<file path="src/rtl/core/mexp_pkg.sv">
// shared constants for the modular exponentiation block
// no dependencies; imported by the interfaces and every module
package mexp_pkg;

  localparam int unsigned OPERAND_WIDTH_DEF = 32;

endpackage

</file>
<file path="src/rtl/core/mexp_in_if.sv">
// input channel of the modular exponentiation block: valid, ready and operands
// depends on mexp_pkg
interface mexp_in_if
  import mexp_pkg::*;
#(
  parameter int unsigned OPERAND_WIDTH = OPERAND_WIDTH_DEF
);

  logic                     valid;
  logic                     ready;
  logic [OPERAND_WIDTH-1:0] base_value;
  logic [OPERAND_WIDTH-1:0] exponent;
  logic [OPERAND_WIDTH-1:0] modulus;

  modport source (output valid, output base_value, output exponent, output modulus,
                  input ready);
  modport sink   (input valid, input base_value, input exponent, input modulus,
                  output ready);

endinterface

</file>
<file path="src/rtl/core/mexp_out_if.sv">
// result channel of the modular exponentiation block: valid, ready and result
// depends on mexp_pkg
interface mexp_out_if
  import mexp_pkg::*;
#(
  parameter int unsigned OPERAND_WIDTH = OPERAND_WIDTH_DEF
);

  logic                     valid;
  logic                     ready;
  logic [OPERAND_WIDTH-1:0] power_result;
  logic                     bad_modulus;

  modport source (output valid, output power_result, output bad_modulus, input ready);
  modport sink   (input valid, input power_result, input bad_modulus, output ready);

endinterface

</file>
<file path="src/rtl/core/mexp_mod_step.sv">
// shared arithmetic unit: one double-and-add step reduced modulo the modulus
// result = (2 * acc + addend) mod modulus, with acc and addend below modulus
// depends on mexp_pkg
module mexp_mod_step
  import mexp_pkg::*;
#(
  parameter int unsigned OPERAND_WIDTH = OPERAND_WIDTH_DEF
) (
  input  logic [OPERAND_WIDTH-1:0] acc_i,
  input  logic [OPERAND_WIDTH-1:0] addend_i,
  input  logic [OPERAND_WIDTH-1:0] modulus_i,
  output logic [OPERAND_WIDTH-1:0] result_o
);

  localparam int unsigned SumWidth = OPERAND_WIDTH + 2;

  logic [SumWidth-1:0] sum;
  logic [SumWidth-1:0] mod_x1;
  logic [SumWidth-1:0] mod_x2;
  logic [SumWidth-1:0] diff_x1;
  logic [SumWidth-1:0] diff_x2;

  // sum stays below three times the modulus, so one of three candidates fits
  always_comb begin
    sum     = {1'b0, acc_i, 1'b0} + {2'b00, addend_i};
    mod_x1  = {2'b00, modulus_i};
    mod_x2  = {1'b0, modulus_i, 1'b0};
    diff_x1 = sum - mod_x1;
    diff_x2 = sum - mod_x2;
    if (sum >= mod_x2) begin
      result_o = diff_x2[OPERAND_WIDTH-1:0];
    end else if (sum >= mod_x1) begin
      result_o = diff_x1[OPERAND_WIDTH-1:0];
    end else begin
      result_o = sum[OPERAND_WIDTH-1:0];
    end
  end

endmodule

</file>
<file path="src/rtl/core/modular_exponentiation.sv">
// modular exponentiation, top level: sequencer around the shared step unit
// depends on mexp_pkg, mexp_in_if, mexp_out_if and mexp_mod_step
//
// usage
// - in_i beat carries base_value, exponent and modulus; out_o beat carries
//   power_result and bad_modulus, one result beat for every input beat
// - in_i.ready is high only while the sequencer is idle; one item at a time
// - a zero modulus answers 0 with bad_modulus set; a modulus of one answers 0
// - otherwise the base is first reduced one bit a cycle, then for
//   each of the W exponent bits, low bit first, a modular multiply (only when
//   the bit is set) and a modular square, each a series of steps on the step unit
// - throughput is set by the single double-and-add unit: one step a cycle
// - the result sits in an output register, so a new item is taken while the
//   previous result waits; if the receiver still stalls when the next result
//   is done, the sequencer holds it and stays not ready
// - reset clears the sequencer and the output valid; no item is in flight
module modular_exponentiation
  import mexp_pkg::*;
#(
  parameter int unsigned OPERAND_WIDTH = OPERAND_WIDTH_DEF
) (
  input  logic            clk_i,
  input  logic            rst_ni,
  mexp_in_if.sink         in_i,
  mexp_out_if.source      out_o
);

  localparam int unsigned W    = OPERAND_WIDTH;
  localparam int unsigned CntW = $clog2(OPERAND_WIDTH);
  localparam logic [CntW-1:0] CntLast = CntW'(OPERAND_WIDTH - 1);

  typedef enum logic [2:0] {
    ST_IDLE,
    ST_RED,
    ST_MUL,
    ST_SQR,
    ST_FIN
  } state_e;

  state_e          state_q;
  logic [W-1:0]    mod_q;
  logic [W-1:0]    base_q;
  logic [W-1:0]    exp_q;
  logic [W-1:0]    acc_q;
  logic [W-1:0]    sq_q;
  logic [W-1:0]    prod_q;
  logic [W-1:0]    mult_q;
  logic [CntW-1:0] cnt_q;
  logic [CntW-1:0] ecnt_q;
  logic [W-1:0]    res_q;
  logic            bad_q;
  logic            out_valid_q;
  logic [W-1:0]    out_result_q;
  logic            out_bad_q;

  logic [W-1:0]    addend;
  logic [W-1:0]    step;
  logic            out_load;

  always_comb begin
    case (state_q)
      ST_RED:  addend = {{(W-1){1'b0}}, base_q[W-1]};
      ST_MUL:  addend = mult_q[W-1] ? acc_q : '0;
      ST_SQR:  addend = mult_q[W-1] ? sq_q : '0;
      default: addend = '0;
    endcase
  end

  mexp_mod_step #(
    .OPERAND_WIDTH(OPERAND_WIDTH)
  ) u_step (
    .acc_i    (prod_q),
    .addend_i (addend),
    .modulus_i(mod_q),
    .result_o (step)
  );

  // hand over once the output register is free or being emptied
  assign out_load = (state_q == ST_FIN) && (!out_valid_q || out_o.ready);

  assign in_i.ready         = (state_q == ST_IDLE);
  assign out_o.valid        = out_valid_q;
  assign out_o.power_result = out_result_q;
  assign out_o.bad_modulus  = out_bad_q;

  always_ff @(posedge clk_i or negedge rst_ni) begin
    if (!rst_ni) begin
      state_q     <= ST_IDLE;
      out_valid_q <= 1'b0;
    end else begin
      if (out_load) begin
        out_valid_q <= 1'b1;
      end else if (out_o.ready) begin
        out_valid_q <= 1'b0;
      end
      case (state_q)
        ST_IDLE: begin
          if (in_i.valid) begin
            mod_q  <= in_i.modulus;
            base_q <= in_i.base_value;
            exp_q  <= in_i.exponent;
            acc_q  <= {{(W-1){1'b0}}, 1'b1};
            prod_q <= '0;
            cnt_q  <= CntLast;
            ecnt_q <= '0;
            // modulus of zero or one needs no arithmetic
            if (in_i.modulus[W-1:1] == '0) begin
              res_q   <= '0;
              bad_q   <= ~in_i.modulus[0];
              state_q <= ST_FIN;
            end else begin
              state_q <= ST_RED;
            end
          end
        end
        ST_RED: begin
          base_q <= {base_q[W-2:0], 1'b0};
          if (cnt_q == '0) begin
            sq_q    <= step;
            mult_q  <= step;
            prod_q  <= '0;
            cnt_q   <= CntLast;
            state_q <= exp_q[0] ? ST_MUL : ST_SQR;
          end else begin
            prod_q <= step;
            cnt_q  <= cnt_q - CntW'(1);
          end
        end
        ST_MUL: begin
          if (cnt_q == '0) begin
            acc_q   <= step;
            mult_q  <= sq_q;
            prod_q  <= '0;
            cnt_q   <= CntLast;
            state_q <= ST_SQR;
          end else begin
            prod_q <= step;
            mult_q <= {mult_q[W-2:0], 1'b0};
            cnt_q  <= cnt_q - CntW'(1);
          end
        end
        ST_SQR: begin
          if (cnt_q == '0) begin
            sq_q   <= step;
            mult_q <= step;
            prod_q <= '0;
            cnt_q  <= CntLast;
            exp_q  <= {1'b0, exp_q[W-1:1]};
            if (ecnt_q == CntLast) begin
              res_q   <= acc_q;
              bad_q   <= 1'b0;
              state_q <= ST_FIN;
            end else begin
              ecnt_q  <= ecnt_q + CntW'(1);
              state_q <= exp_q[1] ? ST_MUL : ST_SQR;
            end
          end else begin
            prod_q <= step;
            mult_q <= {mult_q[W-2:0], 1'b0};
            cnt_q  <= cnt_q - CntW'(1);
          end
        end
        ST_FIN: begin
          if (out_load) begin
            out_result_q <= res_q;
            out_bad_q    <= bad_q;
            state_q      <= ST_IDLE;
          end
        end
        default: begin
          state_q <= ST_IDLE;
        end
      endcase
    end
  end

`ifndef SYNTHESIS
  a_prod_below_mod: assert property (@(posedge clk_i) disable iff (!rst_ni)
    (state_q == ST_RED || state_q == ST_MUL || state_q == ST_SQR) |-> (prod_q < mod_q))
    else $error("step accumulator not below modulus");

  a_sq_below_mod: assert property (@(posedge clk_i) disable iff (!rst_ni)
    (state_q == ST_MUL || state_q == ST_SQR) |-> (sq_q < mod_q))
    else $error("square operand not below modulus");

  a_bad_gives_zero: assert property (@(posedge clk_i) disable iff (!rst_ni)
    (out_valid_q && out_bad_q) |-> (out_result_q == '0))
    else $error("bad modulus result not zero");

  a_busy_after_accept: assert property (@(posedge clk_i) disable iff (!rst_ni)
    (in_i.valid && in_i.ready) |=> !in_i.ready)
    else $error("ready again right after an accepted beat");
`endif

endmodule

</file>
<file path="src/flat_wrapper.sv">
// flat-port wrapper written by rule: the top's interface ports become plain ports
module modular_exponentiation_flat import mexp_pkg::*;
#(
  parameter int unsigned OPERAND_WIDTH = OPERAND_WIDTH_DEF
)
  (clk_i, rst_ni, in_i_valid, in_i_base_value, in_i_exponent, in_i_modulus, in_i_ready, out_o_valid, out_o_power_result, out_o_bad_modulus, out_o_ready);
  mexp_in_if #(.OPERAND_WIDTH(OPERAND_WIDTH)) in_i_i ();
  mexp_out_if #(.OPERAND_WIDTH(OPERAND_WIDTH)) out_o_i ();
  input  logic clk_i;
  input  logic rst_ni;
  input wire logic [$bits(in_i_i.valid)-1:0] in_i_valid;
  input wire logic [$bits(in_i_i.base_value)-1:0] in_i_base_value;
  input wire logic [$bits(in_i_i.exponent)-1:0] in_i_exponent;
  input wire logic [$bits(in_i_i.modulus)-1:0] in_i_modulus;
  output wire logic [$bits(in_i_i.ready)-1:0] in_i_ready;
  output wire logic [$bits(out_o_i.valid)-1:0] out_o_valid;
  output wire logic [$bits(out_o_i.power_result)-1:0] out_o_power_result;
  output wire logic [$bits(out_o_i.bad_modulus)-1:0] out_o_bad_modulus;
  input wire logic [$bits(out_o_i.ready)-1:0] out_o_ready;
  assign in_i_i.valid = in_i_valid;
  assign in_i_i.base_value = in_i_base_value;
  assign in_i_i.exponent = in_i_exponent;
  assign in_i_i.modulus = in_i_modulus;
  assign in_i_ready = in_i_i.ready;
  assign out_o_valid = out_o_i.valid;
  assign out_o_power_result = out_o_i.power_result;
  assign out_o_bad_modulus = out_o_i.bad_modulus;
  assign out_o_i.ready = out_o_ready;
  modular_exponentiation #(.OPERAND_WIDTH(OPERAND_WIDTH)) u_core (.clk_i(clk_i), .rst_ni(rst_ni), .in_i(in_i_i), .out_o(out_o_i));
endmodule
</file>
<file path="config.mk">
export PLATFORM = sky130hd
export DESIGN_NAME = modular_exponentiation_flat
export DESIGN_NICKNAME = d
export VERILOG_FILES = /design/src/rtl/core/mexp_pkg.sv /design/src/rtl/core/mexp_in_if.sv /design/src/rtl/core/mexp_out_if.sv /design/src/rtl/core/mexp_mod_step.sv /design/src/rtl/core/modular_exponentiation.sv /design/src/flat_wrapper.sv
export SDC_FILE = /design/constraint.sdc
export NUM_CORES = 1
export LEC_CHECK = 0
export BUFFER_PORTS_ARGS = -buffer_cell sky130_fd_sc_hd__buf_2
export CORE_ASPECT_RATIO = 0.9
export CORE_UTILIZATION = 45
export DETAILED_ROUTE_END_ITERATION = 10
export PLACE_DENSITY = 0.71
export SKIP_CTS_REPAIR_TIMING = 1
export SLEW_MARGIN = 20
export SYNTH_ARGS = -nofsm -noshare
export SYNTH_HDL_FRONTEND = slang
export SYNTH_HIERARCHICAL = 1
export SYNTH_SLANG_ARGS = --single-unit
</file>
<file path="constraint.sdc">
create_clock -name clk_i -period 6.07 [get_ports clk_i]
set_input_delay 1.214 -clock clk_i [delete_from_list [all_inputs] [get_ports clk_i]]
set_output_delay 1.214 -clock clk_i [all_outputs]
set_load 0.05 [all_outputs]
</file>
# After elaboration in Yosys (flattened, before gate mapping)
# Cells that the tools add are included.
# op_classes
magnitude_cmp,2
muxes,48
n_eq_ne,13
n_bitwise,1
n_reduce_logical,25
addsub,5
# ops
cell,n
$mux 32,17
$pmux 32 s2,5
$pmux 32 s3,2
$sub 32x32->32,2
$add 33x32->34,1
$ge 34x32->1,1
$ge 34x33->1,1
$logic_not 31->1,1
$mux 5,5
$mux 3,7
$pmux 5 s2,2
$reduce_and 3->1,6
$pmux 3 s5,1
$ne 2x1->1 const B,6
$reduce_and 5->1,2
$reduce_bool 2->1,5
$mux 1,8
$reduce_and 4->1,2
$eq 3x2->1 const B,2
$reduce_and 6->1,1
$add 5x1->5 const B,1
$eq 5x5->1 const B,1
$logic_not 5->1,1
$sub 5x1->5 const B,1
12 further kinds,13
# totals
inputBits,100
elab_cells,109
out_inout_bits,35
ff_bits,304

# Longest topological paths before layout
# Gate-level depths: netlist of run 1.
# depth
ltp_word,8
ltp_mapped,32

# Hierarchy
# The synthesis of run 1 kept the hierarchy.
# modules_own_cells
mod,area_per_inst_um2,seq_area_each_um2,n_inst,cells_each
modular_exponentiation,12196.7,9108.7,1,827
mexp_mod_step,5855.6,0.0,1,829

# Least setup slack after synthesis of run 1
# OpenSTA, ideal clock, no wires.
# synth_timing
kind,flip-flop to flip-flop
startpoint,register u_core.state_q[2]
endpoint,"register u_core.prod_q[0], data pin"
slack_ns,-0.035
n_path_buf,4
stages_incl_launch_ff,30
t_arrival_ns,5.929
required_ns,5.894
setup_time_ns,0.176
path_cell_list,dfrtp_1 nand2b_1 nor2_1 clkbuf_1 clkbuf_1 a22oi_1 nor2_1 ha_1 inv_1 fa_1 nor2b_1 o31a_1 o211ai_2 a2111oi_4 nor3_1 xnor2_1 ha_1 a21o_1 a21o_1 a2111oi_0 o22ai_1 a21oi_1 o211ai_2 or2_1 buf_4 buf_4 a21oi_1 mux2i_1 inv_1 nor4_1
# synth_between
elab_chain_cells,8
# synth_lines
item,line,text
"start, declared",modular_exponentiation.sv:40,state_e state_q;
"start signal, assigned",modular_exponentiation.sv:123,state_q <= exp_q[0] ? ST_MUL : ST_SQR;
"start signal, assigned",modular_exponentiation.sv:155,state_q <= exp_q[1] ? ST_MUL : ST_SQR;
$eq 3x2->1 / $eq 3x1->1 (equally long branches),modular_exponentiation.sv:61,case (state_q)
$pmux 32 s3 *,modular_exponentiation.sv:61,
named net u_core.addend[1],modular_exponentiation.sv:56,logic [W-1:0] addend;
$add 33x32->34 *,mexp_mod_step.sv:25,"sum = {1'b0, acc_i, 1'b0} + {2'b00, addend_i};"
$ge 34x32->1,mexp_mod_step.sv:32,end else if (sum >= mod_x1) begin
$mux 32,mexp_mod_step.sv:32,
$mux 32 *,mexp_mod_step.sv:30,if (sum >= mod_x2) begin
named net u_core.step[0],modular_exponentiation.sv:57,logic [W-1:0] step;
$mux 32 *,"modular_exponentiation.sv:118, modular_exponentiation.sv:130, modular_exponentiation.sv:143",
$pmux 32 s2 *,modular_exponentiation.sv:96,case (state_q)
"end signal, assigned",modular_exponentiation.sv:125,prod_q <= step;
"end signal, assigned",modular_exponentiation.sv:137,prod_q <= step;
"end signal, assigned",modular_exponentiation.sv:158,prod_q <= step;
"end, declared",modular_exponentiation.sv:46,logic [W-1:0] prod_q;
# The timed path passes the listed nets; every way through them passes the cells marked *.
# A chain may end at the register's enable or synchronous reset.

# Final worst setup path of run 1
# layout_timing
startpoint,register u_core.state_q[2]
endpoint,"register u_core.acc_q[29], data pin"
# layout_between
elab_chain_cells,8
# layout_lines
item,line,text
$eq 3x2->1 / $eq 3x1->1 (equally long branches),modular_exponentiation.sv:61,
$pmux 32 s3 *,modular_exponentiation.sv:61,
named net u_core.addend[1],modular_exponentiation.sv:56,
$add 33x32->34 *,mexp_mod_step.sv:25,
$sub 32x32->32 / $ge 34x32->1 (equally long branches),"mexp_mod_step.sv:28, mexp_mod_step.sv:32",
$mux 32,mexp_mod_step.sv:32,
$mux 32 *,mexp_mod_step.sv:30,
named net u_core.step[29],modular_exponentiation.sv:57,
$mux 32 *,modular_exponentiation.sv:130,if (cnt_q == '0) begin
$pmux 32 s2 *,modular_exponentiation.sv:96,
"end signal, assigned",modular_exponentiation.sv:102,"acc_q <= {{(W-1){1'b0}}, 1'b1};"
"end signal, assigned",modular_exponentiation.sv:131,acc_q <= step;
"end, declared",modular_exponentiation.sv:44,logic [W-1:0] acc_q;
# The timed path passes the listed nets; every way through them passes the cells marked *. The select of a mux whose other input is x is not followed.

==> summary.md, run 1 <==
| Metric | Value |
|---|---|
| Status | finished clean |
| GPL Wtd Cong | 0.989 |
| I/O Buffers | 134 |
| R2R Path Start | u_core/state_q[2] |
| Area leader, netlist | edfxtp_1 |
| Most used cell, CP | buf_4 |
| Clock-pin slew on the worst setup and hold paths | approximately 0.070 ns |
| Drt pass-1 iters | 5 |
| DR vias | between 10000 and 15000 |
| Unique cell type count in the Yosys netlist | 86 |
| Endpoints failing setup | 0 |
| GRT overflow | 0 |
| Worst Path Arrival | 6.37 ns |
| Final Critical Period | 6.04 ns |
| Routed len/inst | 19.0 um |
| IO Count | ~140 |
| First-pass GRT wire length | roughly 76 mm |
| Worst Hold Class | reg -> reg |
| Initial antenna violation count | 0 |
| Slowest cell on the critical path | dfrtp_1 |
| CTS root buf | clkbuf_16 |
| Primary FF master, synth | edfxtp_1 |
| ANT nets after route | 0 |
| CP Class | reg -> reg |
| Post-synth top area share | ~50% |
| Routed WL | 49.6 mm |
| R2R cell count | 29 |
| Syn Nets | 1858 |
| Area contributors post-synth | edfxtp_1 (50%), ha_1 (6.9%), nand2_1 (3.4%) |
| Routing usage on met2 | 35.8% |
| Cells after synthesis | between 1500 and 2000 |
| # fillers | approximately 3300 |
| Fin crit share | 99.4% |
| Total global-route track usage | 23.5% |
| Layout cells sized above 1 | between 30% and 40% |
| Core region area | around 40000 um2 |
| Fmax achieved | 166 MHz |
| R2R Setup Slk | about 0.034 ns |
| Synth async-reset ratio | 1.32% |
| Seq cells post-synth | 304 |
| Area grow syn2layout | 29.3% |
| WP data required | 6.41 ns |
| Floorplan row count | 69 |
| Mean post-synth cell area | 10.9 um2 |
| Most instantiated cells after synthesis | edfxtp_1 (300), nand2_1 (165), nor2_1 (131), a21oi_1 (112), ha_1 (99) |
| Max Cap Viol | 0 |
| DRT iter0 DRCs | 1419 |
| Worst Hold Launch | u_core/res_q[10] |
| Mapped Area | 18100 um2 |
| CP Capture Type | flip-flop |
| Diodes inserted | 0 |
| Worst Tran Pin Value | 0.822 ns |
| CTS max path bufs | 3 |
| Worst slew margin | about 45% |
| Largest fanout on the critical path | 5 |
| YS warnings | 6 |
| Die Y | 192 um |
| Met3 Resource Use GR | 4.23% |
| Skew-Pair Late Insertion Delay | 0.60 ns |
| Register area share after synthesis | 50.5% |
| Fin nets | 2259 |
| Clk sink count | 304 |
| RR Endpoint | u_core/acc_q[29] |
| HPWL Detailed | 36.0 mm |
| Startpoint types | flip-flop |
| Number of synthesized flops with an enable pin | 300 |
| Met1 GRT Util | 34.3% |
| CP peak stage delay | 0.44 ns |
| RSZ-0062 raised after global routing | true |
| Die Wd | 213 um |
| Initial Util | between 40% and 50% |
| Worst hold path endpoint | u_core/out_o.power_result[10] |
| Setup tns final | 0 ns |
| Via density per instance | 5.58 |
| CTS H-Tree Depth | 1 |
| Most used routing layer | met2 |
| Hold Path Cell Cnt | 0 |
| Most frequent cell after synthesis | edfxtp_1 |
| Clock skew | 0.0255 ns |
| Vias in the first global route | between 10000 and 15000 |
| Die area | approximately 40000 um2 |
| DRC Markers | 0 |
| Total CTS buffers | 31 |
| CTS tree | done |
| Largest net degree at the start of global routing | 63 |
| Final Hold Vio Count | 0 |
| Slew Viols, Final | 0 |
==> worst max-delay path by stage <==
stage,start,end,slack (ns),cells past startpoint
final,u_core/state_q[2],u_core/acc_q[29],0.03,29
after global routing,u_core/state_q[2],u_core/acc_q[29],-0.23,29
after CTS,u_core/state_q[0],u_core/mult_q[25],-0.38,32
after detailed placement,u_core/state_q[0],u_core/mult_q[25],-0.32,32
after global placement,u_core/state_q[0],u_core/mult_q[25],-0.39,32
after floorplan,u_core/state_q[0],u_core/prod_q[0],0.04,30
==> logic make-up after synthesis <==
group,after synthesis,synth area share (%)
AND/OR/NAND/NOR,568,15.7
AO/OA/AOI/OAI,406,15.7
flip-flops,304,50.5
buffers and inverters,135,3.32
adder cells (fa/ha/maj),102,7.19
XOR/XNOR,75,3.64
multiplexers,66,3.97
==> critical path, delay by kind of cell, from the launching register on <==
kind / cells / cell delay [ns]
flip-flops: 1 / 0.44
AND/OR/NAND/NOR: 6 / 0.91
adder cells (fa/ha/maj): 3 / 0.74
XOR/XNOR: 1 / 0.20
AO/OA/AOI/OAI: 13 / 2.61
buffers and inverters: 6 / 0.86
==> cells in the final DEF (no fill, tap or decap), types with 12 or more instances in the layout <==
cell	n
nand3_1	23
xnor2_1	42
edfxtp_1	300
nor2_1	121
nor3_1	14
mux2_2	31
xor2_1	23
buf_4	279
nand4_1	23
clkbuf_16	35
a21o_1	33
mux2i_1	33
buf_2	134
o21bai_1	15
a21oi_1	97
inv_1	61
nand2_1	159
buf_6	13
o21a_1	13
a22oi_1	33
a31oi_1	12
nand2b_1	12
ha_1	90
and2_1	69
o21ai_0	36
and3_1	52
a211oi_1	13
==> sequential cells by signal (all words and copies together), names as in the netlist <==
name,count
u_core/sq_q,32
u_core/ecnt_q,5
u_core/bad_q,1
u_core/res_q,32
u_core/state_q,3
u_core/mult_q,32
u_core/out_o.bad_modulus,1
u_core/out_o.valid,1
u_core/acc_q,32
u_core/out_o.power_result,32
u_core/base_q,32
u_core/mod_q,32
u_core/exp_q,32
u_core/prod_q,32
u_core/cnt_q,5
==> metrics by stage <==
stage,setup WS [ns],std cells,cell area (um2),util [%],hold WS [ns]
3_3_place_gp,-0.385,2520,21100,53.4,0.403
2_1_floorplan,0.0409,1656,18100,-,0.400
3_5_place_dp,-0.321,2520,21100,53.4,0.405
6_report,0.0343,2614,23300,59.0,0.418
5_1_grt,-0.232,2614,23300,59.0,0.425
4_1_cts,-0.375,2578,22100,56.0,0.420
==> routing by layer <==
| metal | up-vias | share of wire, % |
|---|---|---|
| li1 | 7035 | - |
| met1 | 6943 | 47 |
| met2 | 526 | 44 |
| met3 | 80 | 7.0 |
| met4 | 0 | 2.9 |
| met5 | - | 0 |
==> area by class of cell <==
type                       instances  area (um2)  share of cell area (%)
tap                              532         666                    2.85
clock buffer                      37         798                    3.42
timing repair buffer             438        3150                    13.5
multi-input combinational       1219        9150                    39.2
sequential                       304        9110                    39.0
inverter                          63         236                    1.01
clock inverter                    21         228                   0.976
Power of run 1 is not shown: default switching activity piles up to over one toggle a cycle in this logic, so the estimate is an artifact.
==> run 2, diff against run 1 <==
Clock period 6.07 ns to 5.5 ns, I/O delays scaled along.
==> summary.md, run 2 (synthesis gave the netlist of run 1 again) <==
| Metric | Value |
|---|---|
| Fin nets | 2298 |
| I/O Buffers | 134 |
| Clock-pin slew on the worst setup and hold paths | ~0.060 ns |
| GRT overflow | 0 |
| Status | finished with violations |
| Multi-input gate area | 9520 um2 |
| HPWL Detailed | 36.4 mm |
| Routed len/inst | 18.7 um |
| Via density per instance | 5.60 |
| Fin crit share | 111% |
| Most used cell, CP | nand2b_4 |
| # fillers | between 3000 and 4000 |
| Worst Hold Class | in -> async |
| DRC Markers | 0 |
| ANT nets after route | 0 |
| Vias in the first global route | 14100 |
| RR Endpoint | u_core/mult_q[16] |
| CTS root buf | clkbuf_16 |
| Met3 routed wirelength | 3.64 mm |
| CP Capture Type | flip-flop |
| R2R Setup Slk | -0.59 ns |
| Final Hold Vio Count | 0 |
| Met1 WL | 23.3 mm |
| Register area | 9110 um2 |
| Die Y | 192 um |
| Clk sink count | a little over 300 |
| Top Metal Used | met4 |
| CTS H-Tree Depth | 1 |
| WP data required | 5.79 ns |
| Total CTS buffers | 31 |
| Max Cap Viol | 0 |
| Final WS setup | -0.586 ns |
| Failing checks | negative setup slack |
| Largest net degree at the start of global routing | 63 |
| CTS tree | done |
| GPL Wtd Cong | 0.968 |
| RSZ-0062 raised after global routing | true |
| DRT iter0 DRCs | about 1600 |
| Endpoints failing setup | 128 |
| Startpoint types | flip-flop |
| Most common cell after layout, fill and taps aside | buf_4 |
| Skew-Pair Late Insertion Delay | 0.60 ns |
| IO Count | 135 |
| Die area | 40900 um2 |
| Total global-route track usage | 23.6% |
| Final Critical Period | approximately 6.1 ns |
| Worst slew margin | 47.6% |
| DR vias | about 15000 |
| Layout cells sized above 1 | between 30% and 40% |
| Routed WL | ~50 mm |
| Core region area | 39500 um2 |
| Placement Cell Area | between 20000 and 25000 um2 |
| Drt pass-1 iters | 5 |
| R2R cell count | 30 |
| CP peak stage delay | 0.45 ns |
| Largest fanout on the critical path | 5 |
| Fmax achieved | 164 MHz |
| Initial Util | about 46% |
| CP Class | reg -> reg |
| R2R Path Start | u_core/state_q[2] |
| Slew Viols, Final | 0 |
| Worst Path Arrival | approximately 6.4 ns |
| Floorplan row count | 69 |
| Diodes inserted | 0 |
| First-pass GRT wire length | around 76 mm |
| Worst Tran Pin Value | 0.786 ns |
| Most frequent cells in the layout | buf_4 (308), edfxtp_1 (300), nand2_1 (157) |
| Design Area, Final | 24000 um2 |
| Area grow syn2layout | 33.0% |
| Met2 WL post-DR | between 20 and 25 mm |
| Die Wd | 213 um |
| Initial antenna violation count | 0 |
| Slowest cell on the critical path | dfrtp_2 |
| Clock skew | 0.0296 ns |
| CTS max path bufs | 3 |
==> run 2: per-layer routing <==
layer  vias to the layer above  global-route usage (%)
met3                        79                    3.01
met2                       554                    35.0
li1                       7107                       -
met5                         -                       0
met1                      7095                    35.8
met4                         0                    6.50
==> run 2: worst max-delay path by stage <==
stage / slack [ns] / cells after the start / start / to
after global placement: -0.59 / 27 / u_core/state_q[2] / u_core/mult_q[28]
after CTS: -0.77 / 26 / u_core/state_q[2] / u_core/mult_q[29]
after global routing: -0.80 / 30 / u_core/state_q[2] / u_core/mult_q[28]
after floorplan: -0.26 / 29 / u_core/state_q[0] / u_core/mult_q[29]
final: -0.59 / 30 / u_core/state_q[2] / u_core/mult_q[16]
after detailed placement: -0.73 / 26 / u_core/state_q[2] / u_core/mult_q[29]
==> run 2: layout make-up <==
| cell class | count | area share (%) |
|---|---|---|
| Clock buffer | 39 | 3.36 |
| Clock inverter | 15 | 0.599 |
| Inverter | 63 | 0.995 |
| Multi-Input combinational cell | 1217 | 39.7 |
| Sequential cell | 304 | 37.9 |
| Tap cell | 532 | 2.77 |
| Timing Repair Buffer | 479 | 14.7 |
==> run 2: stage by stage <==
| step | std cells | util [%] | hold WS (ns) | setup TNS (ns) | setup slack (ns) |
|---|---|---|---|---|---|
| after floorplan | 1656 | - | 0.400 | -16.44 | -0.264 |
| after global placement | 2565 | 55.0 | 0.403 | -51.81 | -0.587 |
| after detailed placement | 2565 | 55.0 | 0.405 | -70.03 | -0.726 |
| after CTS | 2619 | 57.4 | 0.321 | -74.64 | -0.772 |
| after global routing | 2649 | 60.7 | 0.337 | -77.13 | -0.804 |
| final | 2649 | 60.7 | 0.347 | -50.46 | -0.586 |
==> run 2: worst max-delay path, delay by kind of cell, from the launching register on <==
| family | cells | cell delay (ns) |
|---|---|---|
| xor+xnor | 1 | 0.18 |
| compound gates | 11 | 2.20 |
| flops | 1 | 0.45 |
| buf+inv | 4 | 0.44 |
| simple gates | 11 | 1.54 |
| fa+ha+maj | 3 | 0.93 |
Power of run 2 is left out for the same reason.
